## src/rtl/lrs_pkg.sv

```systemverilog
`timescale 1ns / 1ps
// shared constants, codes and types of the link reconnect supervisor
package lrs_pkg;

  localparam int NETWORKS   = 8;
  localparam int CONSUMERS  = 4;

  localparam int OP_W       = 3;
  localparam int CONS_W     = 2;
  localparam int MS_W       = 20;
  localparam int CNT_W      = 32;
  localparam int NCOUNT_W   = 4;
  localparam int NET_W      = 3;
  localparam int MODE_W     = 3;
  localparam int ACT_W      = 3;
  localparam int CFG_IDX_W  = 2;
  localparam int CFG_DATA_W = 20;

  // remainder unit: dividend is next_network or next_network + 1
  localparam int DIV_W      = NET_W + 1;
  localparam int STEP_W     = $clog2(DIV_W);
  localparam int TRIAL_W    = NCOUNT_W + DIV_W - 1;

  localparam logic [MS_W-1:0] INIT_BACKOFF_RST = MS_W'(1000);
  localparam logic [MS_W-1:0] MAX_BACKOFF_RST  = MS_W'(60000);

  typedef enum logic [OP_W-1:0] {
    OP_REQUEST   = 3'd0,
    OP_RELEASE   = 3'd1,
    OP_RADIO_UP  = 3'd2,
    OP_LINK_LOST = 3'd3,
    OP_ADDR_OK   = 3'd4
  } op_t;

  typedef enum logic [MODE_W-1:0] {
    MODE_OFF        = 3'd0,
    MODE_CONNECTING = 3'd1,
    MODE_CONNECTED  = 3'd2,
    MODE_BACKOFF    = 3'd3,
    MODE_NO_CONFIG  = 3'd4
  } mode_t;

  typedef enum logic [CFG_IDX_W-1:0] {
    CFG_INIT_BACKOFF = 2'd0,
    CFG_MAX_BACKOFF  = 2'd1,
    CFG_NET_COUNT    = 2'd2
  } cfg_reg_t;

  typedef struct packed {
    mode_t              link_state;
    logic               radio_start;
    logic               radio_stop;
    logic               connect_now;
    logic [NET_W-1:0]   network_index;
    logic [MS_W-1:0]    wait_ms;
    logic               address_held;
    logic [ACT_W-1:0]   active_consumers;
    logic [CNT_W-1:0]   attempt_count;
    logic [CNT_W-1:0]   failure_count;
    logic [CNT_W-1:0]   disconnect_count;
    logic [MS_W-1:0]    backoff_level_ms;
  } result_t;

  typedef struct packed {
    logic load;
    logic step;
    logic commit;
  } ctrl_cmd_t;

  typedef struct packed {
    logic div_last;
    logic out_busy;
  } dp_status_t;

  function automatic logic [ACT_W-1:0] count_requests(input logic [CONSUMERS-1:0] bits);
    logic [ACT_W-1:0] n;
    n = '0;
    for (int i = 0; i < CONSUMERS; i++) begin
      n = n + ACT_W'(bits[i]);
    end
    return n;
  endfunction

endpackage

```

## src/rtl/lrs_ctrl.sv

```systemverilog
`timescale 1ns / 1ps
// sequencing state machine: accept, remainder steps, commit
module lrs_ctrl import lrs_pkg::*; (
  input  logic       clk,
  input  logic       rst,
  input  logic       evt_valid,
  output logic       evt_ready,
  input  dp_status_t status,
  output ctrl_cmd_t  cmd
);

  typedef enum logic [2:0] {
    S_IDLE   = 3'b001,
    S_DIV    = 3'b010,
    S_COMMIT = 3'b100
  } state_t;

  state_t state, state_next;

  always_comb begin
    state_next = state;
    cmd        = '0;
    evt_ready  = 1'b0;
    unique case (state)
      S_IDLE: begin
        evt_ready = 1'b1;
        if (evt_valid) begin
          cmd.load   = 1'b1;
          state_next = S_DIV;
        end
      end
      S_DIV: begin
        cmd.step = 1'b1;
        if (status.div_last) begin
          state_next = S_COMMIT;
        end
      end
      S_COMMIT: begin
        // hold until the output register can take the result
        if (!status.out_busy) begin
          cmd.commit = 1'b1;
          state_next = S_IDLE;
        end
      end
      default: state_next = S_IDLE;
    endcase
  end

  always_ff @(posedge clk) begin
    if (rst) begin
      state <= S_IDLE;
    end else begin
      state <= state_next;
    end
  end

endmodule

```

## config.mk

```make
export PLATFORM = sky130hd
export DESIGN_NAME = lrs_ctrl
export DESIGN_NICKNAME = d
export VERILOG_FILES = /design/src/rtl/lrs_pkg.sv /design/src/rtl/lrs_ctrl.sv
export SDC_FILE = /design/constraint.sdc
export NUM_CORES = 1
export LEC_CHECK = 0
export BUFFER_PORTS_ARGS = -buffer_cell sky130_fd_sc_hd__buf_2
export CORE_AREA = 2 2 39 41
export CTS_BUF_LIST = sky130_fd_sc_hd__clkbuf_2
export CTS_CLUSTER_SIZE = 8
export DETAILED_ROUTE_END_ITERATION = 8
export DIE_AREA = 0 0 41 43
export SLEW_MARGIN = 10
export SYNTH_ARGS = -nofsm -noshare
export SYNTH_HDL_FRONTEND = slang
export SYNTH_SLANG_ARGS = --single-unit
```

## constraint.sdc

```tcl
create_clock -name clk -period 1.4 [get_ports clk]
set_input_delay 0 -clock clk [delete_from_list [all_inputs] [get_ports clk]]
set_output_delay 0 -clock clk [all_outputs]
set_load 0.03 [all_outputs]
```

# [Yosys cells after proc, flatten, opt, wreduce, memory -nomap -nowiden]
# Index checks and enable logic that the tools add are counted.
[word_totals] ff_bits=3 latch_bits=0 mem_bits_rw=0 mem_bits_ro=0 inputBits=5 out_inout_bits=4 elab_cells=18 memories=0
[op_classes] n_addsub=0 n_mul=0 div_mod_pow=0 n_lt_le_gt_ge=0 n_eq_ne=6 shifts=0 n_mux=10 n_bitwise=0 n_reduce_logical=1
[op_table] op="$mux W3" count=3
[op_table] op="$pmux W3 S3" count=1
[op_table] op="$mux W1" count=6
[op_table] op="$ne A2 B2 Y1 const B" count=3
[op_table] op="$eq A3 B1 Y1 const B" count=1
[op_table] op="$eq A3 B2 Y1 const B" count=1
[op_table] op="$eq A3 B3 Y1 const B" count=1
[op_table] op="$reduce_and A3 Y1" count=1

# [Depth between registers and ports, before layout]
# Gate-level depths: netlist of run 1.
[logic_depth] word_depth=3 depth_mapped=2 mapped_depth_nobuf=2

# [Worst setup path after synthesis of run 1]
# No wires, ideal clock.
[synth_timing] path_type="flip-flop to output port" startpoint="register state[2]" endpoint="output port cmd[0] in the netlist's numbering" arrival_ps=1462 required_time_ps=1400 setup_slack_ps=-62 stages_incl_launch_ff=2 path_buffers=0 path_cell_list="dfxtp_1 -> nor4b_1"
[synth_lines] element="start: declaration" line_no="lrs_ctrl.sv:18" source="state_t state, state_next;"
[synth_lines] element="start signal: assignment" line_no="lrs_ctrl.sv:53" source="state <= state_next;"
[synth_lines] element="end: declaration" line_no="lrs_ctrl.sv:9" source="output ctrl_cmd_t cmd"

# [Final worst setup path of run 1]
[layout_timing] startpoint="register state[1]" endpoint="register state[1]"
[layout_between] elab_chain_cells=3 elab_cells_between_ends=8 cone_classes="6 x eq/ne; 1 x mux; 1 x reduce/logical"
[layout_rtl] element="$eq A3 B2 Y1 (tied with other cells)" line_no="lrs_ctrl.sv:24" source="unique case (state)"
[layout_rtl] element="$ne A2 B2 Y1 (no line)"
[layout_rtl] element="$reduce_and A3 Y1 (no line)"
# Parallel ways exist; a longest one is shown, timed or not.
# A chain may end at the register's enable or synchronous reset.

==> impl_results.md, run 1 <==
* Largest reg by FF count: state
* Final slew viol count at 0
* Reg2reg path depth at 2
* RSZ-0062 raised after global routing: false
* Synthesized net count at 21
* Seq/Total Area, Yosys at 0.3404
* Largest net degree at the start of global routing at 10
* CP Data Required Time at 1.52 ns
* Most frequent cells in the layout: buf_2 (8), clkbuf_2 (4), nand3b_1 (3), dfxtp_1 (3)
* IO Count at 9
* Outcome: finished clean
* Final Wtd Congestion at 0.6149
* Worst Hold Class: input port to flip-flop
* DRC violations left at 0
* Post-synth cell types at 12
* Layout cells sized above 1 at 0.5517
* DR vias/cell at just under 4
* Synth Instances at 16
* Clock root buffer: clkbuf_2
* WHS Endpoint: state[2]
* CP Class: flip-flop to flip-flop
* Synth Cell Area at 176.4 um2
* Worst R2R Start: state[1]
* Max FFs per register at 3
* RR Endpoint: state[1]
* Total CTS buffers at 3
* Slowest-stage cell, CP: dfxtp_1
* Source of the worst hold timing path: status[1]
* Drt first pass iters at 2
* PortBufs at 8
* Critical Path Source Type: flip-flop
* Row count at 14
* Max cap viols at 0
* Hold Path Depth at 3
* ANT cells at 0
* Initial DRC Count at 2
* Fmax at 883.7 MHz
* R2R setup slack at 0.27 ns
* Core ar. at 1384 um2
* CTS tree: yes
* Clock slew seen by the registers of the worst setup and hold paths at 0.04 ns
* Fin. Hold Viols at 0
* H-tree Lvls at 1
* Sink Count at 3
* Setup violators final at 0
* Most common library cell in the layout ignoring fill and taps: buf_2
* Max Root-Sink Buffers at 2
* Syn. warnings at 0
* Pleak at 0.1106 nW
* Die footprint at 1763 um2
* Clock latency on the worst-skew pair at 0.20 ns
* Slowest stage delay, CP at about 0.45 ns
* Global-route wire length before repair at just over 700 um
* DPL Wire Length at ~320 um
* CP delay by family, top: flip-flops
* Vias in the first global route at 168
* Seq cells post-synth at 3
* Via Count at 173
* WP buf/inv at 0
* CP Cell Sequence: or3b_1 -> a211oi_2
* Final #Nets at 35
* CP max FO at 9
* DR WL/cell at 9.622 um
* Min Tclk post-route at 1.132 ns
* GRT overflow at 0
* Placed cell count at 40
* Gr usage total at 0.06613
* Die Span Y at between 40 and 50 um
* Synth Area per Inst at 11.03 um2
* Starting density of the core at 0.1275
* Initial antenna violation count at 0
* Maximum VDD drop at 374.6 uV
* Layout overhead on the synthesized area at 54.61%
* Clock Skew at around 0.0028 ns
* Largest regs: state: 3 flops
* PwrDens at 974.8 nW/um2
* Die W at approximately 40 um
* Relative slew slack at 0.8201
* Fin crit share at 0.8083
* Worst Path Arrival at about 1.3 ns
* Final std cells w/o fill at 45
* Worst Max-Slew Pin Slew at 0.2694 ns
* WL final at 433 um
* Setup TNS Final at 0 ns
* Setup crit end kind: flip-flop
* Final ANT Viol Nets at 0
-- timing repair --
action / 4_1_cts / 5_1_grt
hold buffers: 1 / 0
endpoints found under the hold margin: 2 / 0
setup buffers: 0 / 0
gates resized for setup: 0 / 0
-- synth_stat cells --
library cell  n  area [um2]
dfxtp_1       3       60.06
nor4b_1       1       8.760
and4bb_1      1       12.51
nor3b_1       1       7.510
nor3b_2       1       12.51
and4bb_2      1       12.51
a211oi_2      1       12.51
nand3b_1      3       22.52
or3b_1        1       8.760
o31ai_1       1       7.510
a211oi_1      1       7.510
inv_1         1       3.750
-- layer usage --
layer | track usage | wire length [um]
met3 | 0.06806 | 31
met2 | 0.06250 | 175
met1 | 0.08626 | 227
met5 | 0 | 0
met4 | 0.04000 | 0
-- stage by stage --
stage / hold slack [ns] / power [W] / utilization / worst slack (ns) / area, um2
6_report: 0.08979 / 0.0002659 / 0.1971 / 0.2684 / 272.8
5_1_grt: 0.1051 / 0.0002885 / 0.1971 / 0.1531 / 272.8
4_1_cts: 0.07966 / 0.0002746 / 0.1971 / 0.2384 / 272.8
3_5_place_dp: 0.2082 / 0.0001475 / 0.1754 / 0.2836 / 242.7
3_3_place_gp: 0.2008 / 0.0001471 / 0.1754 / 0.3008 / 242.7
2_1_floorplan: 0.06465 / 0.0001295 / - / 0.2118 / 182.7
-- worst max-delay path by stage --
stage / from / endpoint / cells past startpoint
3_5_place_dp: state[1] / state[1] / 2
5_1_grt: state[2] / cmd[0] / 2
6_report: state[1] / state[1] / 2
4_1_cts: state[2] / cmd[0] / 2
3_3_place_gp: state[1] / state[1] / 2
2_1_floorplan: state[1] / state[0] / 2
-- report_power, final --
part	leakage [nW]	switching (W)	internal, W	total [W]
logic	0.0694	0.0000261	0.0000220	0.0000481
registers	0.0246	0.00000935	0.0000904	0.0000997
clock network	0.0166	0.0000426	0.0000754	0.000118
-- final cells by class --
| cell class | count | area [um2] |
|---|---|---|
| fillers | 152 | 1111 |
| multi-input cells | 12 | 118.9 |
| flip-flops and latches | 3 | 60.06 |
| repair buffers | 9 | 50.05 |
| clock buffers | 4 | 20.02 |
| well taps | 16 | 20.02 |
| inverters | 1 | 3.754 |
-- logic make-up after synthesis --
family	count (synthesis)	share of synthesized area
AND/OR/NAND/NOR	9	0.4823
flip-flops	3	0.3404
buffers and inverters	1	0.02126
AO/OA/AOI/OAI	3	0.1560
-- worst reg2reg max path, stage by stage, from the launching register on --
cell      delay [ns]
dfxtp_1         0.45
or3b_1          0.39
a211oi_2        0.21
Note: power is estimated with default switching activity, not from simulation.
==> inputs of run 2 (changes only) <==
==> constraint.sdc (replaced) <==
create_clock -name clk -period 1.15 [get_ports clk]
set_input_delay 0 -clock clk [delete_from_list [all_inputs] [get_ports clk]]
set_output_delay 0 -clock clk [all_outputs]
set_load 0.03 [all_outputs]
==> impl_results.md, run 2 (synthesized netlist as in run 1, its figures left out) <==
* CTS tree: yes
* Final Wtd Congestion at 0.6737
* Clock slew seen by the registers of the worst setup and hold paths at about 0.040 ns
* Via Count at 187
* Core ar. at 1384 um2
* Total CTS buffers at 3
* Max Root-Sink Buffers at 2
* Fin. Hold Viols at 0
* Final slew viol count at 0
* Max FFs per register at 3
* CP Cell Sequence: or3b_1 -> a211oi_2
* DRC violations left at 0
* Row count at 14
* Slowest-stage cell, CP: or3b_1
* Largest net degree at the start of global routing at 9
* Dpl cell area at 250.2 um2
* Setup violators final at 0
* Final ANT Viol Nets at 0
* IO Count at 9
* Min Tclk post-route at 1.092 ns
* Layout cells sized above 1 at 0.6667
* Die Span Y at 43 um
* WL final at 466 um
* Setup crit end kind: flip-flop
* Critical Path Source Type: flip-flop
* WP buf/inv at 0
* Most frequent cells in the layout: buf_2 (5), clkbuf_2 (4), nand3b_1 (3), buf_4 (3), dfxtp_2 (3)
* Clock root buffer: clkbuf_2
* Fin crit share at 0.9493
* Relative slew slack at 0.8690
* Clock latency on the worst-skew pair at about 0.20 ns
* Gr usage total at 0.06513
* Largest regs: state: 3 flops
* Final worst setup slack at 0.05831 ns
* Setup WS pre-CTS at 0.05027 ns
* Vias in the first global route at around 160
* Max cap viols at 0
* Pleak at ~0.12 nW
* PortBufs at 8
* Worst Hold Class: input port to flip-flop
* DR WL/cell at approximately 10 um
* Final #Nets at 36
* Die footprint at approximately 1800 um2
* CP Class: flip-flop to flip-flop
* Clock Skew at between 0.004 and 0.005 ns
* Layout overhead on the synthesized area at 75.89%
* FF+latch area at roughly 64 um2
* CP Data Required Time at roughly 1.3 ns
* DPL Wire Length at 349 um
* RSZ-0062 raised after global routing: false
* CP delay by family, top: simple AND/OR/NAND/NOR gates
* Fmax at 916.0 MHz
* H-tree Lvls at 1
* Initial DRC Count at 4
* Most common library cell in the layout ignoring fill and taps: buf_2
* Sink Count at 3
* Starting density of the core at 0.1275
* Maximum VDD drop at 455.1 uV
* Largest reg by FF count: state
* ANT cells at 0
* WHS at 0.08033 ns
* GRT overflow at 0
* Worst Max-Slew Pin Slew at 0.1949 ns
* Outcome: finished clean
* Tot Pwr at ~0.00034 W
* Slowest stage delay, CP at 0.40 ns
* Final instance area at 310.3 um2
* Worst Path Arrival at ~1.2 ns
* Initial antenna violation count at 0
* Die W at 41 um
* Drt first pass iters at 2
* CP max FO at 8
* Setup TNS Final at 0 ns
* PwrDens at about 1100 nW/um2
* Multi-input gate area at around 130 um2
* DR vias/cell at 4.065
* Fill count at roughly 150
* Global-route wire length before repair at just under 700 um
[run 2: changes by cell type in the layout (fill, tap and decap cells not counted)]
| cell | change |
|---|---|
| nor3b_2 | -1 |
| nor4b_2 | -1 |
| nor4b_4 | +1 |
| dfxtp_2 | +3 |
| nor3b_4 | +1 |
| buf_6 | +1 |
| dfxtp_1 | -3 |
| buf_2 | -3 |
| buf_4 | +3 |
[run 2: worst min-delay path, cell delays in order]
cell	delay [ns]
buf_2	0.11
nand3b_1	0.07
a211oi_1	0.06
[run 2: path summary, 6_finish.rpt]
check                                from       end  slack (ns)  cells past startpoint
worst max-delay path             state[0]  state[1]        0.06                      2
worst max register to register   state[0]  state[1]        0.06                      2
worst min register to register   state[2]  state[1]        0.52                      1
worst min-delay path            status[1]  state[2]        0.08                      3
[run 2: through the flow]
stage | util | instances
after global routing | 0.2242 | 46
after detailed placement | 0.1808 | 41
after CTS | 0.1971 | 45
after global placement | 0.1808 | 41
after floorplan | - | 16
final | 0.2242 | 46
[run 2: area by class of cell]
| class | count | area share |
|---|---|---|
| inverters | 1 | 0.01210 |
| clock buffers | 4 | 0.06452 |
| repair buffers | 10 | 0.2218 |
| flip-flops and latches | 3 | 0.2056 |
| multi-input cells | 12 | 0.4314 |
| well taps | 16 | 0.06452 |
[run 2: metal layers]
metal / wire, um / GRT usage / vias up
li1: - / - / 93
met1: 175 / 0.07348 / 85
met2: 229 / 0.07188 / 9
met3: 61 / 0.06806 / 0
met4: 0 / 0.04000 / 0
met5: 0 / 0 / -
[run 2: timing repair]
action / CTS / global route
hold buffers: 0 / 1
endpoints found under the hold margin: 0 / 1
pin swaps: 0 / 1
setup endpoints to repair: 1 / 5
resized for setup: 1 / 9
buffers inserted: 0 / 0
[run 2: power by group]
| group | internal, W | switching [W] | total (W) |
|---|---|---|---|
| Clock | 0.0000916 | 0.0000490 | 0.000141 |
| Combinational | 0.0000351 | 0.0000390 | 0.0000741 |
| Sequential | 0.000111 | 0.0000103 | 0.000122 |
| Total | 0.000238 | 0.0000983 | 0.000337 |
==> inputs of run 3 (changes only) <==
--- a/config.mk
+++ b/config.mk
@@ -11,6 +11,7 @@
 export CTS_CLUSTER_SIZE = 8
 export DETAILED_ROUTE_END_ITERATION = 8
 export DIE_AREA = 0 0 41 43
+export PLACE_DENSITY = 0.36
 export SLEW_MARGIN = 10
 export SYNTH_ARGS = -nofsm -noshare
 export SYNTH_HDL_FRONTEND = slang
==> impl_results.md, run 3 (synthesized netlist as in run 1, its figures left out) <==
* Outcome: finished clean
* Total CTS buffers at 3
* Fmax at 923.9 MHz
* Worst Hold Class: input port to flip-flop
* Via Count at a little under 200
* Clock root buffer: clkbuf_2
* Final worst setup slack at 0.06760 ns
* Clock Skew at 0.0001700 ns
* Global-route wire length before repair at 814 um
* P_int at 0.0002444 W
* Relative slew slack at 0.8594
* Layout cells sized above 1 at 0.6774
* Layout overhead on the synthesized area at 87.94%
* Drt first pass iters at 3
* Sink Count at 3
* Max Root-Sink Buffers at 2
* PwrDens at ~1100 nW/um2
* Die Span Y at 43 um
* Fin. Hold Viols at 0
* Clk pwr share at 0.421
* Final slew viol count at 0
* P_sw at 0.0001088 W
* Row count at 14
* DR vias/cell at roughly 4.1
* Core ar. at 1384 um2
* Max cap viols at 0
* Critical Path Source Type: flip-flop
* Final Wtd Congestion at 0.6794
* Largest reg by FF count: state
* Most common library cell in the layout ignoring fill and taps: buf_2
* Setup TNS Final at 0 ns
* Worst Max-Slew Pin Slew at roughly 0.21 ns
* Setup WS pre-CTS at 0.1072 ns
* CP Data Required Time at 1.15 ns
* IO Count at 9
* Max FFs per register at 3
* Die W at 41 um
* Dpl cell area at 257.7 um2
* GRT overflow at 0
* Fin crit share at 0.9412
* Largest regs: state: 3 flops
* Gr usage total at 0.07723
* Starting density of the core at 0.1275
* DRC violations left at 0
* ANT cells at 0
* Clock slew seen by the registers of the worst setup and hold paths at 0.04 ns
* Final #Nets at 37
* PortBufs at 8
* R2R setup slack at 0.12 ns
* Switching Fraction at 0.3080
* Maximum VDD drop at 443.4 uV
* CTS tree: yes
* CP max FO at 6
* Final ANT Viol Nets at 0
* H-tree Lvls at 1
* Initial DRC Count at 3
* Most frequent cells in the layout: buf_2 (5), clkbuf_2 (4), buf_6 (4)
* Die footprint at roughly 1800 um2
* Clock latency on the worst-skew pair at 0.20 ns
* Pleak at around 0.13 nW
* Setup crit end kind: output pin
* CP Class: flip-flop to output pin
* Min Tclk post-route at 1.082 ns
* WL final at 540 um
* Final instance area at 331.6 um2
* Tot Pwr at 0.0003532 W
* DR WL/cell at 11.49 um
* Vias in the first global route at 189
* DPL Wire Length at 350.4 um
* Initial antenna violation count at 0
* RSZ-0062 raised after global routing: true
* Setup violators final at 0
* Sequential share of power at 0.336
* Combinational share of power at 0.244
* Largest net degree at the start of global routing at 9
* Worst Path Arrival at 1.08 ns
run 3: changes by cell type in the layout (fill, tap and decap cells not counted), sizes merged:
| cell | before | now |
|---|---|---|
| buf | 9 | 10 |
run 3: layout make-up:
type	instances	area, um2
Clock buffer	4	20.02
Sequential cell	3	66.31
Tap cell	16	20.02
Fill cell	150	1052
Inverter	1	3.754
Timing Repair Buffer	11	87.58
Multi-Input combinational cell	12	133.9
run 3: worst paths after layout:
check,from,endpoint,cells past startpoint
setup reg to reg,state[0],state[1],2
setup / recovery,state[0],cmd[1],3
hold reg to reg,state[0],state[2],1
hold / removal,evt_valid,state[1],3
run 3: per-stage QoR:
stage	hold WS (ns)	utilization	cells
after floorplan	0.06465	-	16
after global placement	0.2021	0.1863	42
after detailed placement	0.2055	0.1863	42
final	0.08663	0.2396	47
after global routing	0.07960	0.2396	47
after CTS	0.07148	0.2125	47
run 3: repair_timing:
action,in CTS,in global routing
setup buffers,0,0
hold buffers,1,0
pin swaps,0,2
endpoints found under the hold margin,2,0
gates resized for setup,3,11
setup endpoints to repair,3,3
run 3: critical path, stage by stage, from the launching register on:
cell     delay, ns
dfxtp_4       0.36
buf_6         0.13
nor3b_4       0.20
buf_4         0.19
run 3: per-layer routing:
layer,global-route usage,up-vias,share of wire
met3,0.06806,0,0.12
met5,0,-,0
met2,0.06875,9,0.43
li1,-,95,-
met4,0.08000,0,0
met1,0.09615,91,0.45
run 3: power by group through the flow:
stage	Combinational (W)	Sequential [W]	Clock, W
after floorplan	0.0000378	0.000120	0
after global placement	0.0000686	0.000118	0
after detailed placement	0.0000696	0.000118	0
after CTS	0.0000745	0.000117	0.000160
after global routing	0.0000924	0.000119	0.000169
final	0.0000861	0.000119	0.000149
