<file path="config.mk">
export PLATFORM = sky130hd
export DESIGN_NAME = lrs_datapath
export DESIGN_NICKNAME = d
export VERILOG_FILES = /design/src/rtl/lrs_pkg.sv /design/src/rtl/lrs_datapath.sv
export SDC_FILE = /design/constraint.sdc
export NUM_CORES = 1
export LEC_CHECK = 0
export BUFFER_PORTS_ARGS = -buffer_cell sky130_fd_sc_hd__buf_2
export CORE_MARGIN = 8
export CORE_UTILIZATION = 50
export CTS_CLUSTER_DIAMETER = 30
export DETAILED_ROUTE_END_ITERATION = 8
export GPL_TIMING_DRIVEN = 0
export PLACE_DENSITY = 0.71
export SLEW_MARGIN = 25
export SYNTH_ARGS = -nofsm -noshare
export SYNTH_HDL_FRONTEND = slang
export SYNTH_SLANG_ARGS = --single-unit
</file>
<file path="constraint.sdc">
create_clock -name clk -period 4.3 [get_ports clk]
set_clock_uncertainty 0.15 [all_clocks]
set_input_delay 0.43 -clock clk [delete_from_list [all_inputs] [get_ports clk]]
set_output_delay 0.43 -clock clk [all_outputs]
set_load 0.005 [all_outputs]
</file>
<file path="src/rtl/lrs_pkg.sv">
`timescale 1ns / 1ps
// shared constants, codes and types of the link reconnect supervisor
package lrs_pkg;

  localparam int NETWORKS   = 8;
  localparam int CONSUMERS  = 4;

  localparam int OP_W       = 3;
  localparam int CONS_W     = 2;
  localparam int MS_W       = 20;
  localparam int CNT_W      = 32;
  localparam int NCOUNT_W   = 4;
  localparam int NET_W      = 3;
  localparam int MODE_W     = 3;
  localparam int ACT_W      = 3;
  localparam int CFG_IDX_W  = 2;
  localparam int CFG_DATA_W = 20;

  // remainder unit: dividend is next_network or next_network + 1
  localparam int DIV_W      = NET_W + 1;
  localparam int STEP_W     = $clog2(DIV_W);
  localparam int TRIAL_W    = NCOUNT_W + DIV_W - 1;

  localparam logic [MS_W-1:0] INIT_BACKOFF_RST = MS_W'(1000);
  localparam logic [MS_W-1:0] MAX_BACKOFF_RST  = MS_W'(60000);

  typedef enum logic [OP_W-1:0] {
    OP_REQUEST   = 3'd0,
    OP_RELEASE   = 3'd1,
    OP_RADIO_UP  = 3'd2,
    OP_LINK_LOST = 3'd3,
    OP_ADDR_OK   = 3'd4
  } op_t;

  typedef enum logic [MODE_W-1:0] {
    MODE_OFF        = 3'd0,
    MODE_CONNECTING = 3'd1,
    MODE_CONNECTED  = 3'd2,
    MODE_BACKOFF    = 3'd3,
    MODE_NO_CONFIG  = 3'd4
  } mode_t;

  typedef enum logic [CFG_IDX_W-1:0] {
    CFG_INIT_BACKOFF = 2'd0,
    CFG_MAX_BACKOFF  = 2'd1,
    CFG_NET_COUNT    = 2'd2
  } cfg_reg_t;

  typedef struct packed {
    mode_t              link_state;
    logic               radio_start;
    logic               radio_stop;
    logic               connect_now;
    logic [NET_W-1:0]   network_index;
    logic [MS_W-1:0]    wait_ms;
    logic               address_held;
    logic [ACT_W-1:0]   active_consumers;
    logic [CNT_W-1:0]   attempt_count;
    logic [CNT_W-1:0]   failure_count;
    logic [CNT_W-1:0]   disconnect_count;
    logic [MS_W-1:0]    backoff_level_ms;
  } result_t;

  typedef struct packed {
    logic load;
    logic step;
    logic commit;
  } ctrl_cmd_t;

  typedef struct packed {
    logic div_last;
    logic out_busy;
  } dp_status_t;

  function automatic logic [ACT_W-1:0] count_requests(input logic [CONSUMERS-1:0] bits);
    logic [ACT_W-1:0] n;
    n = '0;
    for (int i = 0; i < CONSUMERS; i++) begin
      n = n + ACT_W'(bits[i]);
    end
    return n;
  endfunction

endpackage

</file>
<file path="src/rtl/lrs_datapath.sv">
`timescale 1ns / 1ps
// config registers, link state, remainder unit and result register
module lrs_datapath import lrs_pkg::*; (
  input  logic                  clk,
  input  logic                  rst,
  input  logic                  cfg_we,
  input  logic [CFG_IDX_W-1:0]  cfg_index,
  input  logic [CFG_DATA_W-1:0] cfg_data,
  input  logic [OP_W-1:0]       op,
  input  logic [CONS_W-1:0]     consumer,
  input  ctrl_cmd_t             cmd,
  output dp_status_t            status,
  output logic                  res_valid,
  input  logic                  res_ready,
  output result_t               res_data
);

  logic [MS_W-1:0]      initial_backoff;
  logic [MS_W-1:0]      max_backoff;
  logic [NCOUNT_W-1:0]  network_count;

  logic [CONSUMERS-1:0] request_bits, request_bits_next;
  mode_t                link_mode, link_mode_next;
  logic                 has_address, has_address_next;
  logic [MS_W-1:0]      backoff_now, backoff_now_next;
  logic [NET_W-1:0]     next_network, next_network_next;
  logic [CNT_W-1:0]     attempts_seen, attempts_seen_next;
  logic [CNT_W-1:0]     failures_seen, failures_seen_next;
  logic [CNT_W-1:0]     disconnects_seen, disconnects_seen_next;

  logic [OP_W-1:0]      op_q;
  logic [CONS_W-1:0]    consumer_q;
  logic [DIV_W-1:0]     rem;
  logic [STEP_W-1:0]    step;

  logic [NCOUNT_W-1:0]  nets;
  logic [DIV_W-1:0]     dividend;
  logic [TRIAL_W-1:0]   trial;
  logic [MS_W:0]        doubled;
  logic [CONSUMERS-1:0] bit_mask;
  logic [ACT_W-1:0]     held;
  logic                 do_attempt;
  result_t              result;

  // configuration
  always_ff @(posedge clk) begin
    if (rst) begin
      initial_backoff <= INIT_BACKOFF_RST;
      max_backoff     <= MAX_BACKOFF_RST;
      network_count   <= '0;
    end else if (cfg_we) begin
      unique case (cfg_reg_t'(cfg_index))
        CFG_INIT_BACKOFF: initial_backoff <= cfg_data[MS_W-1:0];
        CFG_MAX_BACKOFF:  max_backoff     <= cfg_data[MS_W-1:0];
        CFG_NET_COUNT:    network_count   <= cfg_data[NCOUNT_W-1:0];
        default: ;
      endcase
    end
  end

  assign nets = (network_count > NCOUNT_W'(NETWORKS)) ? NCOUNT_W'(NETWORKS) : network_count;

  // restoring remainder, one quotient bit per cycle
  assign dividend = (op_t'(op) == OP_LINK_LOST) ? DIV_W'(next_network) + DIV_W'(1)
                                                : DIV_W'(next_network);
  assign trial    = TRIAL_W'(nets) << step;

  always_ff @(posedge clk) begin
    if (cmd.load) begin
      op_q       <= op;
      consumer_q <= consumer;
      rem        <= dividend;
      step       <= STEP_W'(DIV_W - 1);
    end else if (cmd.step) begin
      if (TRIAL_W'(rem) >= trial) begin
        rem <= rem - trial[DIV_W-1:0];
      end
      step <= step - STEP_W'(1);
    end
  end

  assign status.div_last = (step == '0);
  assign status.out_busy = res_valid && !res_ready;

  // event update
  assign bit_mask = (32'(consumer_q) < CONSUMERS) ? (CONSUMERS'(1) << consumer_q) : '0;
  assign held     = count_requests(request_bits);
  assign doubled  = {backoff_now, 1'b0};

  always_comb begin
    request_bits_next     = request_bits;
    link_mode_next        = link_mode;
    has_address_next      = has_address;
    backoff_now_next      = backoff_now;
    next_network_next     = next_network;
    attempts_seen_next    = attempts_seen;
    failures_seen_next    = failures_seen;
    disconnects_seen_next = disconnects_seen;
    do_attempt            = 1'b0;
    result                = '0;

    unique case (op_t'(op_q))
      OP_REQUEST: begin
        if ((bit_mask != '0) && ((request_bits & bit_mask) == '0)) begin
          request_bits_next = request_bits | bit_mask;
          if (held == '0) begin
            backoff_now_next   = initial_backoff;
            result.radio_start = 1'b1;
          end
        end
      end
      OP_RELEASE: begin
        if ((request_bits & bit_mask) != '0) begin
          request_bits_next = request_bits & ~bit_mask;
          if ((request_bits & ~bit_mask) == '0) begin
            has_address_next  = 1'b0;
            link_mode_next    = MODE_OFF;
            result.radio_stop = 1'b1;
          end
        end
      end
      OP_RADIO_UP: begin
        do_attempt = 1'b1;
      end
      OP_LINK_LOST: begin
        has_address_next = 1'b0;
        if (link_mode == MODE_CONNECTED) begin
          disconnects_seen_next = disconnects_seen + CNT_W'(1);
        end else begin
          failures_seen_next = failures_seen + CNT_W'(1);
        end
        if (held == '0) begin
          link_mode_next = MODE_OFF;
        end else begin
          result.wait_ms = backoff_now;
          if (backoff_now < max_backoff) begin
            backoff_now_next = (doubled > {1'b0, max_backoff}) ? max_backoff
                                                                : doubled[MS_W-1:0];
          end
          if (nets > NCOUNT_W'(1)) begin
            next_network_next = rem[NET_W-1:0];
          end
          do_attempt = 1'b1;
        end
      end
      OP_ADDR_OK: begin
        has_address_next = 1'b1;
        link_mode_next   = MODE_CONNECTED;
        backoff_now_next = initial_backoff;
      end
      default: ;
    endcase

    if (do_attempt) begin
      if (nets == '0) begin
        link_mode_next = MODE_NO_CONFIG;
      end else begin
        link_mode_next       = MODE_CONNECTING;
        attempts_seen_next   = attempts_seen + CNT_W'(1);
        result.connect_now   = 1'b1;
        result.network_index = rem[NET_W-1:0];
      end
    end

    // an idle link reads as no config while no networks are stored
    if ((link_mode_next == MODE_OFF) || (link_mode_next == MODE_NO_CONFIG)) begin
      result.link_state = (network_count == '0) ? MODE_NO_CONFIG : MODE_OFF;
    end else begin
      result.link_state = link_mode_next;
    end
    result.address_held     = has_address_next;
    result.active_consumers = count_requests(request_bits_next);
    result.attempt_count    = attempts_seen_next;
    result.failure_count    = failures_seen_next;
    result.disconnect_count = disconnects_seen_next;
    result.backoff_level_ms = backoff_now_next;
  end

  always_ff @(posedge clk) begin
    if (rst) begin
      request_bits     <= '0;
      link_mode        <= MODE_OFF;
      has_address      <= 1'b0;
      backoff_now      <= INIT_BACKOFF_RST;
      next_network     <= '0;
      attempts_seen    <= '0;
      failures_seen    <= '0;
      disconnects_seen <= '0;
      res_valid        <= 1'b0;
    end else if (cmd.commit) begin
      request_bits     <= request_bits_next;
      link_mode        <= link_mode_next;
      has_address      <= has_address_next;
      backoff_now      <= backoff_now_next;
      next_network     <= next_network_next;
      attempts_seen    <= attempts_seen_next;
      failures_seen    <= failures_seen_next;
      disconnects_seen <= disconnects_seen_next;
      res_valid        <= 1'b1;
    end else if (res_ready) begin
      res_valid <= 1'b0;
    end
  end

  always_ff @(posedge clk) begin
    if (cmd.commit) begin
      res_data <= result;
    end
  end

  a_commit_free: assert property (@(posedge clk) disable iff (rst)
    cmd.commit |-> !(res_valid && !res_ready))
    else $error("result committed over an untaken beat");

  a_commit_shows: assert property (@(posedge clk) disable iff (rst)
    cmd.commit |=> res_valid)
    else $error("commit did not present a result");

  a_connect_state: assert property (@(posedge clk) disable iff (rst)
    (res_valid && res_data.connect_now) |-> (res_data.link_state == MODE_CONNECTING))
    else $error("connect command without connecting state");

  a_stop_empty: assert property (@(posedge clk) disable iff (rst)
    (res_valid && res_data.radio_stop) |-> (res_data.active_consumers == '0))
    else $error("radio stop while consumers remain");

  a_rem_range: assert property (@(posedge clk) disable iff (rst)
    (cmd.commit && (nets != '0)) |-> (NCOUNT_W'(rem) < nets))
    else $error("remainder not below network count");

endmodule

</file>
; ---- Word-level counts from Yosys, hierarchy flattened
; Index checks and enable logic that the tools add are counted.
[word_totals]
out_inout_bits = 152
mem_count = 0
regBits = 332
in_bits = 34
rom_bits = 0
mem_bits_rw = 0
latch_bits = 0
elab_cells = 128
[classes]
reduce_logical = 27
shifts = 2
addsub = 12
mux = 38
order_cmp = 5
n_mul = 0
n_eq_ne = 9
div_mod_pow = 0
bitwise = 7
[ops]
columns = operator, count
row1 = 32-bit two-way mux, 6
row2 = 20-bit two-way mux, 5
row3 = "32-bit by 1-bit adder with 32-bit output, second input constant", 3
row4 = 20-bit case mux with 3 select lines, 1
row5 = 4-bit two-way mux, 8
row6 = 21-bit by 20-bit greater-than comparator with 1-bit output, 1
row7 = 3-bit two-way mux, 7
row8 = 20-bit less-than comparator, 1
row9 = 4-bit zero test, 4
row10 = "3-bit by 2-bit equality test with 1-bit output, second input constant", 4
row11 = 2-bit AND reduction, 6
row12 = 3-bit zero test, 3
row13 = 3-bit case mux with 3 select lines, 1
row14 = 4-bit AND, 2
row15 = 4-bit case mux with 2 select lines, 1
row16 = 4-bit nonzero test, 2
row17 = 4-bit by 7-bit >= comparator with 1-bit output, 1
row18 = 1-bit two-way mux, 7
row19 = 4-bit by 2-bit left shift with 7-bit output, 1
row20 = 2-bit by 1-bit adder with 3-bit output, 2
row21 = 3-bit by 1-bit adder with 3-bit output, 2
row22 = "3-bit equality test, second input constant", 2
row23 = 2-bit nonzero test, 3
row24 = 1-bit by 1-bit adder with 2-bit output, 2
row25 = other kinds (20), 25

; ---- Logic depth before layout (Yosys ltp)
; Gate-level depths: netlist of run 1.
[logic_depth]
depth_word = 11
depth_mapped = 14
mapped_depth_nobuf = 12

; ---- Least setup slack after synthesis of run 1
; No wires, ideal clock.
[synth_path]
kind = flip-flop to flip-flop
from = register request_bits[0]
to = register res_data[0] in the netlist's numbering, data pin
arrival_time_ns = 2.991
period_less_slack_ns = 3.403
n_path_buf = 3
path_stages_with_launch = 15
t_required_ns = 3.888
setup_ns = 0.262
setup_slack_ns = 0.897
path_cell_list = dfxtp_1 inv_1 fa_1 inv_1 ha_1 ha_1 or3_1 nor4_1 or2_1 buf_2 buf_2 nor2_1 clkbuf_1 o21ai_1 nand2_1
[synth_between]
elab_chain_len = 7
word_cells_on_any_way = 11
classes_between = add/sub: 3 / mux: 4 / bitwise: 1 / reduce/logical: 3
[synth_rtl]
columns = item, line
row1 = from (decl), lrs_datapath.sv:22  ; logic [CONSUMERS-1:0] request_bits, request_bits_next;
row2 = from (signal assigned), lrs_datapath.sv:191  ; request_bits <= request_bits_next;
row3 = 1-bit by 1-bit adder with 2-bit output, lrs_pkg.sv:79  ; n = n + ACT_W'(bits[i]);
row4 = 2-bit by 1-bit adder with 3-bit output, lrs_pkg.sv:79
row5 = 3-bit by 1-bit adder with 3-bit output, lrs_pkg.sv:79
row6 = 3-bit zero test, "lrs_datapath.sv:106, lrs_datapath.sv:132"
row7 = 20-bit two-way mux, lrs_datapath.sv:106  ; if (held == '0) begin
row8 = 20-bit two-way mux, lrs_datapath.sv:104  ; if ((bit_mask != '0) && ((request_bits & bit_mask) == '0)) begin
row9 = 20-bit case mux with 3 select lines (*), lrs_datapath.sv:102  ; unique case (op_t'(op_q))
row10 = net backoff_now_next[0], lrs_datapath.sv:25  ; logic [MS_W-1:0] backoff_now, backoff_now_next;
row11 = to (signal assigned), lrs_datapath.sv:207  ; res_data <= result;
row12 = to (decl), lrs_datapath.sv:15  ; output result_t res_data
; Mark *: on every way through the listed nets, which the timed path passes. The rest lies on a longest branch.
; A chain may end at the register's enable or synchronous reset.

; ---- Worst setup path after layout of run 1
[layout_path]
from = register request_bits[0]
to = register res_data[2] in the netlist's numbering, data pin
; The elaborated chain is that of the path after synthesis.

==> metrics, run 1 <==
global-route wire length before repair=between 70000 and 80000 µm; vias in the first global route=between 10000 and 15000; sequential cell area=~0.0082 mm²; number of DRC markers in iteration 0=between 900 and 1000; Routed Antenna Nets=0; Worst setup EP type=register; Synth area leader=edfxtp_1; Post-DP Area=roughly 0.017 mm²; PD cells=between 400 and 500 mW/mm²; top post-synthesis cells by area=edfxtp_1 30%, dfxtp_1 22%, xor2_1 6.3%; Hold WS=around 0.018 ns; max-cap violation count=0; IO Pins=~190; EDFF count, synth=158; initial core utilization=0.507; grt ovf=0; LEAKAGE=8.47 nW; asr flop ratio synth=0; crit path cell chain=inv_1, fa_1, inv_1, ha_1, ha_1, or3_4, nor4_4, or2_1, buf_2, buf_2, nor2_1, clkbuf_1, nand2_1, nand3_1; Critical Path RT=about 4.4 ns; Clock Path Buffers=3; postcts setup bufs=0; Sink Count=around 330; Num CTS Buffers=between 70 and 80; Post-Syn Area per Cell=between 9 and 10 µm²; Final nets=between 2000 and 2500; TritonCTS clock tree=built; setup violators final=0; layout cells sized above 1=0.185; met1 usage=0.286; worst rel slew slack=0.337; RSZ-0062 raised after global routing=false; Fmax achieved=about 240 MHz; CTS H-Tree Depth=3; post-DP HPWL=a little over 30000 µm; Synth Register Bits=332; synth unique cells=73; met2 usage=0.370; Initial DRT Pass Iterations=5; initial antenna violation count=3; Die Ht=between 150 and 200 µm; Post-Route WL=approximately 44000 µm; Mapped Area=around 0.016 mm²; num rows=65; Root Driver=clkbuf_16; post-route cell area=a little over 0.02 mm²; Final Max Tran Viols=0; slowest CP cell=fa_1; syn_nets=between 1500 and 2000; sequential share of the synthesized area=0.514; status=finished clean; Max FO, Critical Path=10; Die X=195 µm; Synth top cells by count=230 x nand2_1, 174 x dfxtp_1, 158 x edfxtp_1; Wirelength per Cell=about 19 µm; HP Class=input port to register; area grow syn2layout=26.8%; Worst-Skew Late Latency=0.57 ns; maximum vdd drop=376 µV; Fillers=between 2000 and 3000; min Tclk post-route=~4.2 ns; GP Congestion=approximately 0.88; Worst setup SP type=register; worst setup path class=register to register; CORE AREA=~0.032 mm²; Yosys warnings=0; die area=0.0380 mm²; Synth top area share=0.297; Max stage delay on crit path=0.54 ns; area of the multi-input gates=0.00720 mm²; IO Port Bufs=about 180; cells after synthesis=between 1500 and 2000; clk slew on worst S/H paths=around 0.050 ns; GRT Total Usage=0.227; worst-margin pin slew=roughly 1 ns; final worst path period share=0.971; GR Layer Usage met3=0.0546; DR vias=13200; Worst EP arrival=around 4.3 ns; DRC violations left=0; ys flop type=dfxtp_1; largest net degree at the start of global routing=95; most common cell in the netlist=nand2_1; Final Hold Viols=0; Vias/cell=~5.6; grt peak-use layer=met2
## cells in the final DEF, fill, tap and decap left out, types with 16 or more instances in the layout
cell type	n
nand2_1	230
buf_2	200
dfxtp_1	174
edfxtp_1	158
nor2_1	154
xor2_1	115
nand3_1	89
a21oi_1	86
clkbuf_16	75
xnor2_1	70
clkbuf_1	69
and3_1	57
ha_1	51
inv_1	45
nand4_1	40
o21ai_0	29
dlygate4sd3_1	25
nor3_1	20
mux2i_1	18
o21ai_1	17
a221oi_1	16
a21boi_0	16
## registers in the layout (all words and copies together), names as in the netlist, 4 cells and up
name,cells
network_count,4
rem,4
initial_backoff,20
backoff_now,20
max_backoff,20
attempts_seen,32
disconnects_seen,32
failures_seen,32
res_data,149
request_bits,4
## cell families after synthesis
kind of cell | Yosys count | synth area share
and+or+nand+nor | 668 | 0.201
DFF | 332 | 0.514
AOI/OAI and AO/OA | 228 | 0.0887
xor gates and xnor gates | 185 | 0.101
buffers and inverters | 140 | 0.0370
adders and majority gates | 54 | 0.0436
muxes | 21 | 0.0141
## worst paths after layout
check | to | cells past startpoint | from | slack (ns)
worst max-delay path | res_data[2] | 14 | request_bits[0] | 0.12
worst min-delay path | res_valid | 4 | res_ready | 0.02
worst max register to register | res_data[2] | 14 | request_bits[0] | 0.12
worst min register to register | max_backoff[17] | 2 | max_backoff[17] | 0.32
## cell type report
type / instances / area share
Buffer: 95 / 0.0208
Antenna cell: 1 / 0.000123
Timing Repair Buffer: 210 / 0.0596
Inverter: 45 / 0.00833
Clock inverter: 57 / 0.0321
Sequential cell: 332 / 0.406
Multi-Input combinational cell: 1156 / 0.355
Tap cell: 402 / 0.0248
Clock buffer: 79 / 0.0938
## power breakdown
group	switching [W]	total (W)	internal (W)
sequential	0.0000842	0.00351	0.00343
clock	0.00197	0.00568	0.00371
combinational	0.000383	0.000607	0.000224
## worst max-delay path, delay by kind of cell (launching register included)
kind / cells / cell delay [ns]
fa+ha+maj: 3 / 0.99
buf+inv: 5 / 0.94
flops: 1 / 0.41
simple gates: 6 / 1.36
## layer usage
layer  up-vias  wire length [µm]
li1       6331                 -
met1      6249             18800
met2       500             20900
met3       119              3320
met4         4              1380
met5         -                23
## metrics by stage
step                      worst slack (ns)  std cells   util  total power [W]  setup TNS, ns
after floorplan                      0.897       1628      -          0.00387              0
after global placement               -1.19       2214  0.552          0.00413         -99.35
after detailed placement           -0.0957       2215  0.553          0.00414         -0.857
after CTS                           0.0537       2376  0.643          0.00984              0
after global routing               0.00619       2377  0.643           0.0101              0
final                                0.124       2377  0.643          0.00980              0
## timing repair
action / CTS / global route
endpoints found under the hold margin: 42 / 0
hold buffers: 25 / 0
setup endpoints to repair: 20 / 20
gates resized for setup: 2 / 1
Note: power is estimated with default switching activity, not from simulation.
==> run 2, diff against run 1 <==
--- a/config.mk
+++ b/config.mk
@@ -6,12 +6,14 @@
 export NUM_CORES = 1
 export LEC_CHECK = 0
 export BUFFER_PORTS_ARGS = -buffer_cell sky130_fd_sc_hd__buf_2
-export CORE_MARGIN = 8
-export CORE_UTILIZATION = 50
+export CELL_PAD_IN_SITES_DETAIL_PLACEMENT = 0
+export CELL_PAD_IN_SITES_GLOBAL_PLACEMENT = 2
+export CORE_MARGIN = 3
+export CORE_UTILIZATION = 37
 export CTS_CLUSTER_DIAMETER = 30
 export DETAILED_ROUTE_END_ITERATION = 8
 export GPL_TIMING_DRIVEN = 0
-export PLACE_DENSITY = 0.71
+export PLACE_DENSITY = 0.8
 export SLEW_MARGIN = 25
 export SYNTH_ARGS = -nofsm -noshare
 export SYNTH_HDL_FRONTEND = slang
==> run 2 against run 1 <==
Compared with the run above: worst hold slack better by 0.058 ns; first-iteration DRC count fell by 19%; die area up 21%; routed wire length rose by 5.9%; maximum frequency increased by 1.9%; global-route usage is 2.4 points lower; sequential share of layout area shrank 1.3 points; design area up 3.4%; total power rose by 8.8%; critical endpoint is now res_data[19]; largest cell class unchanged; largest power group unchanged; highest routed layer is now met4.
==> metrics, run 2 (synthesized netlist as in run 1, its figures left out) <==
Clock Path Buffers=3; max-cap violation count=0; Fmax achieved=about 240 MHz; Sink Count=roughly 330; Die X=between 200 and 250 µm; DR vias=12900; IO Port Bufs=about 180; GP Congestion=roughly 0.87; global-route wire length before repair=between 70000 and 80000 µm; num rows=75; PD cells=approximately 510 mW/mm²; layout cells sized above 1=0.195; Worst-Skew Late Latency=0.61 ns; final worst path period share=0.953; Final Max Tran Viols=0; HP Class=input port to register; vias in the first global route=12800; DRC violations left=0; Vias/cell=~5; dpl cells=between 2000 and 2500; Final nets=slightly above 2000; TritonCTS clock tree=built; Routed Antenna Nets=0; slack of the critical path=~0.2 ns; max reg flops=approximately 150; worst setup path class=register to register; CORE AREA=between 0.04 and 0.05 mm²; Fillers=~4000; Final Hold Viols=0; GRT Total Usage=0.204; Hold WS=around 0.075 ns; post-DP HPWL=roughly 33000 µm; CTS H-Tree Depth=3; initial antenna violation count=0; Num CTS Buffers=slightly below 90; met2 usage=0.313; postcts setup bufs=0; largest net degree at the start of global routing=80; IO Pins=about 190; Initial DRT Pass Iterations=7; worst-margin pin slew=~1 ns; # diodes=0; grt peak-use layer=met2; Finished Core Util=0.496; RSZ-0062 raised after global routing=false; grt ovf=0; Wirelength per Cell=about 18 µm; clk slew on worst S/H paths=0.04 ns; Critical Path RT=about 4.4 ns; Max FO, Critical Path=10; Root Driver=clkbuf_16; number of DRC markers in iteration 0=758; setup violators final=0; min Tclk post-route=around 4 ns; Post-Route WL=around 47000 µm; GR Layer Usage met3=0.0424; most frequent cells in the layout=230 x nand2_1, 200 x buf_2, 174 x dfxtp_1, 158 x edfxtp_1, 154 x nor2_1; LEAKAGE=approximately 9 nW; count of non-filler cells in the finished layout=approximately 2600; met1 usage=0.283; die area=approximately 0.046 mm²; Worst setup EP type=register; Final Power=0.0107 W; largest reg by FF count=res_data; worst rel slew slack=0.325; area grow syn2layout=31.1%; Die Ht=about 210 µm; Worst setup SP type=register; maximum vdd drop=between 300 and 400 µV; status=finished clean; initial core utilization=0.378; worst slack, placed=-0.224 ns; Worst EP arrival=roughly 4.2 ns; most common cell after layout, fill and taps aside=nand2_1
[run 2: cell count changes in the layout (fill, tap and decap cells not counted), sizes merged]
cell,delta
diode,-1
dlygate4sd3,+3
clkinv,+8
clkinvlp,-5
clkbuf,+32
bufinv,+2
inv,-5
[run 2: path summary, 6_finish.rpt]
kind	startpoint	to	slack, ns	cells after the start
min reg2reg	has_address	has_address	0.32	2
max	request_bits[0]	res_data[19]	0.20	14
max reg2reg	request_bits[0]	res_data[19]	0.20	14
min	cmd[2]	op_q[2]	0.08	1
[run 2: layout make-up]
class,count,area (µm²),share of cell area
Buffer,95,425,0.0203
Clock buffer,111,2390,0.114
Multi-Input combinational cell,1156,7200,0.343
Clock inverter,57,598,0.0285
Inverter,45,169,0.00805
Sequential cell,332,8230,0.392
Tap cell,577,722,0.0344
Timing Repair Buffer,213,1240,0.0591
[run 2: timing repair]
item | CTS | global route
endpoints found under the setup margin | 22 | 9
pin swaps | 0 | 0
resized for setup | 3 | 4
endpoints found under the hold margin | 50 | 0
hold buffers | 28 | 0
[run 2: layer usage]
| metal | part of all wire | up-vias |
|---|---|---|
| met1 | 0.48 | 6122 |
| met5 | 0 | - |
| met3 | 0.054 | 78 |
| met2 | 0.44 | 363 |
| met4 | 0.025 | 0 |
| li1 | - | 6375 |
[run 2: where the power goes]
group | internal [W] | switching (W) | leakage [nW] | total, W
Combinational | 0.000225 | 0.000395 | 4.22 | 0.000620
Clock | 0.00448 | 0.00204 | 1.46 | 0.00652
Sequential | 0.00343 | 0.0000896 | 3.06 | 0.00352
[run 2: worst max-delay path, cell delays in order, from the launching register on]
cell      delay (ns)
dfxtp_1         0.39
inv_1           0.10
fa_1            0.53
inv_1           0.04
ha_1            0.17
ha_1            0.28
or3_4           0.47
nor4_4          0.35
or2_1           0.15
buf_2           0.22
buf_2           0.29
nor2_1          0.08
clkbuf_2        0.27
nand2_1         0.12
nand3_1         0.16
[run 2: per-stage QoR]
stage	TNS, ns	area, µm²
2_1_floorplan	0	16000
3_5_place_dp	-3.09	17700
6_report	0	21000
3_3_place_gp	-119.66	17600
5_1_grt	0	21000
4_1_cts	0	21000
==> run 3, diff against run 2 <==
--- a/config.mk
+++ b/config.mk
@@ -5,15 +5,16 @@
 export SDC_FILE = /design/constraint.sdc
 export NUM_CORES = 1
 export LEC_CHECK = 0
-export BUFFER_PORTS_ARGS = -buffer_cell sky130_fd_sc_hd__buf_2
+export BUFFER_PORTS_ARGS = -buffer_cell sky130_fd_sc_hd__buf_4
 export CELL_PAD_IN_SITES_DETAIL_PLACEMENT = 0
 export CELL_PAD_IN_SITES_GLOBAL_PLACEMENT = 2
 export CORE_MARGIN = 3
-export CORE_UTILIZATION = 37
+export CORE_UTILIZATION = 39
+export CTS_BUF_LIST = sky130_fd_sc_hd__clkbuf_8
 export CTS_CLUSTER_DIAMETER = 30
 export DETAILED_ROUTE_END_ITERATION = 8
 export GPL_TIMING_DRIVEN = 0
-export PLACE_DENSITY = 0.8
+export PLACE_DENSITY = 0.84
 export SLEW_MARGIN = 25
 export SYNTH_ARGS = -nofsm -noshare
 export SYNTH_HDL_FRONTEND = slang
==> run 3 against run 2 <==
Compared with the run above: design area shrank 2.2%; combinational power grew 5.2%; non-clock buffer count grew 2; sequential power is essentially flat; critical path depth is the same; register-to-register slack gained 0.03 ns; first-iteration DRC count grew 8.6%; worst hold slack gained 0.051 ns; final cell count shrank 2.2%; critical path type unchanged; total power shrank 16%; sequential share of layout area grew 0.89 points; die area shrank 5.0%.
==> metrics, run 3 (synthesized netlist as in run 1, its figures left out) <==
Worst EP arrival=~4.2 ns; worst rel slew slack=0.405; final worst path period share=0.946; die area=around 0.043 mm²; worst slack, placed=-0.236 ns; num rows=between 70 and 80; Fmax achieved=roughly 250 MHz; DR vias=around 13000; Max FO, Critical Path=10; Top delay family on crit path=simple AND/OR/NAND/NOR gates; TritonCTS clock tree=built; Final Power=approximately 0.0090 W; Post-Route WL=~46000 µm; Final Hold Viols=0; number of DRC markers in iteration 0=around 800; Wirelength per Cell=18.2 µm; Die X=209 µm; slowest CP cell=fa_1; Worst setup SP type=register; most frequent cells in the layout=230 x nand2_1, 183 x buf_4, 174 x dfxtp_1, 158 x edfxtp_1, 154 x nor2_1; largest reg by FF count=res_data; CTS H-Tree Depth=3; Final nets=around 2000; Max stage delay on crit path=0.53 ns; clk slew on worst S/H paths=around 0.060 ns; Worst-Skew Late Latency=0.64 ns; Clock Path Buffers=3; GRT Total Usage=0.210; Worst setup EP type=register; PD cells=about 440 mW/mm²; CORE AREA=between 0.04 and 0.05 mm²; IO Pins=between 150 and 200; Vias/cell=around 5.1; slack of the critical path=around 0.23 ns; layout cells sized above 1=0.192; max-cap violation count=0; Buf/Inv on CP=5; Final Max Tran Viols=0; Fillers=~3800; TNS Setup=0 ns; maximum vdd drop=226 µV; setup violators final=0; IO Port Bufs=between 150 and 200; crit path cell chain=inv_1, fa_1, inv_1, ha_1, ha_1, or3_4, nor4_4, or2_1, buf_2, buf_2, nor2_1, clkbuf_2, nand2_1, nand4_1; worst-margin pin slew=just under 0.9 ns; HP Class=input port to register; Die Ht=about 210 µm; area grow syn2layout=28.2%; min Tclk post-route=4.07 ns; post-DP HPWL=around 33000 µm; Critical Path RT=~4.5 ns; Routed Antenna Nets=0; initial core utilization=0.399; Initial DRT Pass Iterations=5; largest net degree at the start of global routing=between 90 and 100; LEAKAGE=~8.5 nW; max reg flops=approximately 150; grt ovf=0; Num CTS Buffers=86; status=finished clean; most common cell after layout, fill and taps aside=nand2_1; Root Driver=clkbuf_8; Sink Count=roughly 330; global-route wire length before repair=just over 70000 µm; RSZ-0062 raised after global routing=false; vias in the first global route=about 13000; worst setup path class=register to register; initial antenna violation count=1; GP Congestion=about 0.86; DRC violations left=0
-- run 3: changes by cell type in the layout (fill, tap and decap cells not counted), sizes merged --
cell         change
bufinv           +9
clkbuf          -20
clkinv           +2
clkinvlp         +1
diode            +1
dlygate4sd3      +2
inv              +1
-- run 3: cell type report --
| class | count | area [µm²] | share of cell area |
|---|---|---|---|
| diodes | 1 | 2.50 | 0.000122 |
| plain buffers | 95 | 425 | 0.0207 |
| clock buffers | 91 | 1250 | 0.0611 |
| clock inverters | 70 | 857 | 0.0418 |
| inverters | 45 | 169 | 0.00824 |
| multi-input cells | 1156 | 7200 | 0.351 |
| flip-flops and latches | 332 | 8230 | 0.401 |
| well taps | 525 | 657 | 0.0320 |
| repair buffers | 215 | 1720 | 0.0837 |
-- run 3: final timing paths --
check                   to  cells after the start             from  slack [ns]
max reg2reg    res_data[3]                     14  request_bits[0]        0.23
min          res_data[142]                      1           cmd[0]        0.13
max            res_data[3]                     14  request_bits[0]        0.23
min reg2reg    has_address                      2      has_address        0.32
-- run 3: stage by stage --
stage           util  instance area (µm²)  hold slack (ns)  cells
2_1_floorplan      -                16000            0.286   1628
3_3_place_gp   0.450                18000            0.302   2337
3_5_place_dp   0.451                18100            0.307   2338
4_1_cts        0.511                20500           0.0858   2529
5_1_grt        0.511                20500            0.109   2530
6_report       0.511                20500            0.126   2530
-- run 3: worst register-to-register path, cell delays in order, from the launching register on --
cell      delay [ns]
dfxtp_1         0.40
inv_1           0.10
fa_1            0.53
inv_1           0.04
ha_1            0.18
ha_1            0.28
or3_4           0.46
nor4_4          0.37
or2_1           0.16
buf_2           0.20
buf_2           0.26
nor2_1          0.08
clkbuf_2        0.25
nand2_1         0.13
nand4_1         0.19
-- run 3: power by group --
group	switching [W]	total, W	leakage [nW]	internal [W]
Clock	0.00168	0.00478	1.08	0.00310
Sequential	0.0000925	0.00352	3.06	0.00343
Combinational	0.000388	0.000652	4.32	0.000264
Total	0.00216	0.00895	8.46	0.00679
-- run 3: layer usage --
layer	wire, µm	global-route usage	vias up
li1	-	-	6357
met1	21500	0.296	6153
met2	20600	0.320	382
met3	2830	0.0433	81
met4	1130	0.0734	0
met5	0	0	-
-- run 3: what timing repair did --
| item | CTS | global route |
|---|---|---|
| hold buffers | 30 | 0 |
| setup buffers | 0 | 0 |
| endpoints found under the hold margin | 58 | 0 |
| resized for setup | 3 | 4 |
| endpoints found under the setup margin | 21 | 5 |
